--- src/sv/dqbd_pkg.sv ---
// Package for the DMA queue budget dispatcher: word types, command and status
// structs, controller states, operation and status codes, record type decoder.
// No dependencies.
`default_nettype none

package dqbd_pkg;

	localparam logic [1:0] OP_PUSH    = 2'd0;
	localparam logic [1:0] OP_PALETTE = 2'd1;
	localparam logic [1:0] OP_BUDGET  = 2'd2;
	localparam logic [1:0] OP_PUBLISH = 2'd3;

	localparam logic [2:0] ST_ACCEPTED    = 3'd0;
	localparam logic [2:0] ST_COMPLETE    = 3'd1;
	localparam logic [2:0] ST_EXHAUSTED   = 3'd2;
	localparam logic [2:0] ST_UNSUPPORTED = 3'd3;
	localparam logic [2:0] ST_RING_FULL   = 3'd4;

	localparam logic [7:0] TYPE_WORD      = 8'h01;
	localparam logic [7:0] TYPE_FILL      = 8'hFD;
	localparam logic [7:0] TYPE_FILL_HIGH = 8'hFC;
	localparam logic [7:0] TYPE_COLUMN    = 8'hD6;

	localparam logic [15:0] PALETTE_OVERHEAD = 16'h0050;
	localparam logic [7:0]  PORT_PALETTE     = 8'h22;
	localparam logic [7:0]  PORT_VRAM_LOW    = 8'h18;
	localparam logic [7:0]  PORT_VRAM_HIGH   = 8'h19;
	localparam logic [7:0]  INC_UNCHANGED    = 8'hFF;
	localparam logic [7:0]  INC_BYTE         = 8'h00;
	localparam logic [7:0]  INC_COLUMN       = 8'h81;
	localparam logic [3:0]  MODE_PALETTE     = 4'd0;
	localparam logic [3:0]  MODE_WORD        = 4'd1;
	localparam logic [3:0]  MODE_FIXED       = 4'd8;

	typedef struct packed {
		logic [1:0]  operation;
		logic [7:0]  record_type;
		logic [23:0] job_source;
		logic [15:0] job_size;
		logic [15:0] job_destination;
		logic [15:0] budget_value;
	} dqbd_in_t;

	typedef struct packed {
		logic        is_transfer;
		logic [3:0]  transfer_mode;
		logic [7:0]  bbus_port;
		logic [7:0]  vram_increment;
		logic [23:0] transfer_source;
		logic [15:0] transfer_size;
		logic [15:0] transfer_destination;
		logic [2:0]  status;
		logic        last;
	} dqbd_out_t;

	typedef struct packed {
		logic [7:0]  rtype;
		logic [23:0] source;
		logic [15:0] size;
		logic [15:0] destination;
	} dqbd_rec_t;

	typedef struct packed {
		logic       ok;
		logic [7:0] overhead;
		logic [3:0] mode;
		logic [7:0] port;
		logic [7:0] inc;
	} dqbd_dec_t;

	typedef struct packed {
		logic setup;
		logic pub_start;
		logic palette;
		logic walk;
	} dqbd_cmd_t;

	typedef struct packed {
		logic walk_end;
	} dqbd_stat_t;

	typedef enum logic [1:0] {
		S_IDLE,
		S_PALETTE,
		S_WALK
	} dqbd_state_t;

	function automatic dqbd_dec_t dqbd_decode(input logic [7:0] rtype);
		dqbd_dec_t d;
		d.ok       = 1'b1;
		d.overhead = 8'h6C;
		d.mode     = MODE_WORD;
		d.port     = PORT_VRAM_LOW;
		d.inc      = INC_UNCHANGED;
		case (rtype)
			TYPE_WORD: begin
				d.overhead = 8'h6C;
			end
			TYPE_FILL: begin
				d.overhead = 8'h78;
				d.mode     = MODE_FIXED;
				d.inc      = INC_BYTE;
			end
			TYPE_FILL_HIGH: begin
				d.overhead = 8'h77;
				d.mode     = MODE_FIXED;
				d.port     = PORT_VRAM_HIGH;
			end
			TYPE_COLUMN: begin
				d.overhead = 8'h8A;
				d.inc      = INC_COLUMN;
			end
			default: begin
				d.ok = 1'b0;
			end
		endcase
		return d;
	endfunction

endpackage

`default_nettype wire

--- src/sv/dqbd_ctrl.sv ---
// Controller for the DMA queue budget dispatcher: sequences setup words and
// the publish walk. Depends on dqbd_pkg.
`default_nettype none

module dqbd_ctrl import dqbd_pkg::*; (
	input  wire logic       clk,
	input  wire logic       arst_n,
	input  wire logic       start,
	input  wire logic [1:0] operation,
	input  wire dqbd_stat_t stat,
	output dqbd_cmd_t       cmd,
	output logic            busy
);

	dqbd_state_t state_q, state_d;

	always_ff @(posedge clk or negedge arst_n) begin
		if (!arst_n) begin
			state_q <= S_IDLE;
		end else begin
			state_q <= state_d;
		end
	end

	always_comb begin
		state_d       = state_q;
		cmd           = '0;
		busy          = 1'b1;
		case (state_q)
			S_IDLE: begin
				busy = 1'b0;
				if (start) begin
					if (operation == OP_PUBLISH) begin
						cmd.pub_start = 1'b1;
						state_d       = S_PALETTE;
					end else begin
						cmd.setup = 1'b1;
					end
				end
			end
			S_PALETTE: begin
				cmd.palette = 1'b1;
				state_d     = S_WALK;
			end
			S_WALK: begin
				cmd.walk = 1'b1;
				if (stat.walk_end) begin
					state_d = S_IDLE;
				end
			end
			default: begin
				state_d = S_IDLE;
			end
		endcase
	end

endmodule

`default_nettype wire

--- config.mk ---
export PLATFORM = sky130hd
export DESIGN_NAME = dqbd_ctrl
export DESIGN_NICKNAME = d
export VERILOG_FILES = /design/src/sv/dqbd_pkg.sv /design/src/sv/dqbd_ctrl.sv
export SDC_FILE = /design/constraint.sdc
export NUM_CORES = 1
export LEC_CHECK = 0
export BUFFER_PORTS_ARGS = -buffer_cell sky130_fd_sc_hd__buf_2
export CORE_AREA = 2 2 39 41
export CTS_CLUSTER_SIZE = 14
export DETAILED_ROUTE_END_ITERATION = 10
export DIE_AREA = 0 0 41 43
export PLACE_DENSITY = 0.33
export SYNTH_ARGS = -nofsm -noshare
export SYNTH_HDL_FRONTEND = slang
export SYNTH_SLANG_ARGS = --single-unit
--- constraint.sdc ---
create_clock -name clk -period 1.5 [get_ports clk]
set_clock_uncertainty 0.1 [all_clocks]
set_input_delay 0.075 -clock clk [delete_from_list [all_inputs] [get_ports clk]]
set_output_delay 0.075 -clock clk [all_outputs]
set_load 0.01 [all_outputs]
==> flow_metrics.env <==
export IMPL_met3_length_um=56
export IMPL_cts_tree="built"
export IMPL_cts_sinks=2
export IMPL_areaGrowthSynthToFinish_pct=87.50
export IMPL_tns_ns=0
export IMPL_yosysTopAreaCellShare=0.4167
export IMPL_clock_root_buffer="clkbuf_4"
export IMPL_grt_pass1_wl_um=434
export IMPL_wl_per_cell_um=6.326
export IMPL_hold_end="state_q[1]$_DFFE_PN0P_"
export IMPL_whs_path_depth=3
export IMPL_ant_nets=0
export IMPL_synth_top_cells_by_count="dfrtp_1, nor2_1"
export IMPL_synth_cells=13
export IMPL_wl_met2_um=71
export IMPL_ys_ff_latch=2
export IMPL_r2r_slack_ns=0.44
export IMPL_synthesis_area_sq_um=120.1
export IMPL_gp_congestion=0.5558
export IMPL_cp_slowest_stage_delay_ns=0.40
export IMPL_syn_nets=19
export IMPL_period_share=0.9432
export IMPL_regArea_sq_um=50.05
export IMPL_wl_um=272
export IMPL_cts_buffer_depth=2
export IMPL_htree_levels=1
export IMPL_leakage_nw=0.1358
export IMPL_drive_above_1_share=0.6296
export IMPL_drt_iter0_drc=0
export IMPL_crit_start="state_q[1]$_DFFE_PN0P_"
export IMPL_critPathBufInv=1
export IMPL_rsz0062_at_grt="no"
export IMPL_die_area_sq_um=1763
export IMPL_grt_usage=0.04724
export IMPL_yosysTopAreaCell="dfrtp_1"
export IMPL_highest_layer="met3"
export IMPL_top_register="state_q"
export IMPL_via_per_inst=2.930
export IMPL_setup_viol=0
export IMPL_grt_max_degree=5
export IMPL_hold_violations=0
export IMPL_ys_async_sr_fraction=1.000
export IMPL_fin_util=0.1627
export IMPL_r2r_cells=2
export IMPL_worst_path_max_delay_cell="or3b_4"
export IMPL_ys_types=11
export IMPL_worstSetupStartpointType="register"
export IMPL_peakVddDrop_mv=0.3179
export IMPL_internal_power_uw=171.4
export IMPL_largest_reg_flops=2
export IMPL_yosys_warnings=0
export IMPL_slew_violations=0
export IMPL_whs_ns=0.01967
export IMPL_numCtsBuffers=3
export IMPL_vias=126
export IMPL_top_regs="state_q (2)"
export IMPL_avgSynthCellArea_sq_um=9.240
export IMPL_antennaDiodeCount=0
export IMPL_fin_crit_ns=1.415
export IMPL_clkSlewWorstSetupHoldPaths_ns=0.03
export IMPL_io_buffers=10
export IMPL_power_frac_seq=0.271
export IMPL_coreArea_sq_um=1384
export IMPL_hold_class="in2reg"
export IMPL_r2r_start="state_q[1]$_DFFE_PN0P_"
export IMPL_worstPathCellList="or3b_4 -> a21oi_2 -> buf_2"
export IMPL_crit_required_ns=1.32
export IMPL_switching_power_uw=51.54
export IMPL_die_h_um=43
export IMPL_multi_input_area_sq_um=61.31
export IMPL_first_pass_iters=1
export IMPL_fill_cells=154
export IMPL_grt_antenna_before_repair=0
export IMPL_synth_edff_count=0
export IMPL_synth_flop_cell="dfrtp_1"
export IMPL_cp_end_kind="output pin"
export IMPL_crit_arrival_ns=1.24
export IMPL_seq_area_frac_synth=0.4167
export IMPL_worstPathMaxFanout=4
export IMPL_critPathTopFamily="simple AND/OR/NAND/NOR gates"
export IMPL_p_clk_frac=0.522
export IMPL_path_class="reg2out"
export IMPL_start_util=0.08680
export IMPL_pwr_share_comb=0.207
export IMPL_hpwl_um=233.1
export IMPL_worst_pin_slew_ns=0.1309
export IMPL_route_detailed_drc=0
export IMPL_relSlewSlack=0.9126
export IMPL_fp_dieW_um=41
export IMPL_grt_pass1_vias=108
export IMPL_num_nets_final=35
export IMPL_clk_latency_ns=0.22
export IMPL_power_density_nw_per_um2=990.0
export IMPL_r2r_end="state_q[0]$_DFFE_PN0P_"
export IMPL_yosys_top_cells_area="dfrtp_1, or3b_4, a21oi_2"
export IMPL_grt_overflow_total=0
export IMPL_rows=14
export IMPL_sw_frac_of_total=0.2312
export IMPL_max_cap_viol_count=0
export IMPL_fmax_mhz=706.8
export IMPL_hold_path_startpoint="stat"
export IMPL_status="finished clean"
export IMPL_met1_length_um=143
export IMPL_io_pins=11
[worst register-to-register path, cell delays in order (launching register included)]
cell     delay [ns]
dfrtp_1        0.39
or3b_4         0.40
nor2_1         0.10
[timing repair]
item	in CTS	in global routing
hold buffers	1	0
buffers inserted	0	1
gates resized for setup	0	1
endpoints found under the setup margin	0	1
endpoints found under the hold margin	2	0
[power groups by stage]
| stage | Clock [mW] | Combinational, mW | Sequential (mW) |
|---|---|---|---|
| floorplan | 0 | 0.0247 | 0.0607 |
| global placement | 0 | 0.0414 | 0.0612 |
| detailed placement | 0 | 0.0418 | 0.0617 |
| CTS | 0.124 | 0.0440 | 0.0611 |
| global route | 0.138 | 0.0516 | 0.0612 |
| finish | 0.116 | 0.0461 | 0.0605 |
[how the worst max path moves through the flow]
stage	endpoint	slack (ns)	cells after the start
after detailed placement	cmd[2]	0.30	3
after CTS	cmd[2]	0.05	3
after floorplan	cmd[2]	0.37	2
after global placement	cmd[3]	0.31	3
final	cmd[3]	0.09	3
after global routing	cmd[2]	0.009	3
[routing by layer]
| metal | vias to the layer above | GRT usage |
|---|---|---|
| met5 | - | 0 |
| met4 | 0 | 0.06000 |
| met3 | 0 | 0.06283 |
| met2 | 11 | 0.03125 |
| met1 | 47 | 0.05161 |
| li1 | 68 | - |
[placed cells by master (no fill, tap or decap), drive strengths merged, types with 2 or more instances in the layout]
cell type,count
clkbuf,3
dfrtp,2
nor2,2
buf,11
[kinds of logic after synthesis]
group           after synthesis  synth area share
simple gates                  7            0.3542
buf+inv                       2           0.09374
compound gates                2            0.1355
flops                         2            0.4167
[through the flow]
stage | setup WS (ns) | power (mW) | instance area, sq um | cells
after global routing | 0.009078 | 0.2511 | 225.2 | 43
after detailed placement | 0.2977 | 0.1035 | 182.7 | 38
after floorplan | 0.3652 | 0.08547 | 120.1 | 13
final | 0.08523 | 0.2230 | 225.2 | 43
after CTS | 0.05245 | 0.2293 | 215.2 | 42
after global placement | 0.3146 | 0.1026 | 182.7 | 38
[layout make-up]
| cell class | instances | share of cell area |
|---|---|---|
| clock buffer | 3 | 0.1000 |
| timing repair buffer | 12 | 0.3000 |
| multi-input combinational | 9 | 0.2722 |
| sequential | 2 | 0.2222 |
| inverter | 1 | 0.01667 |
| tap | 16 | 0.08889 |
Note: power is estimated with default switching activity, not from simulation.
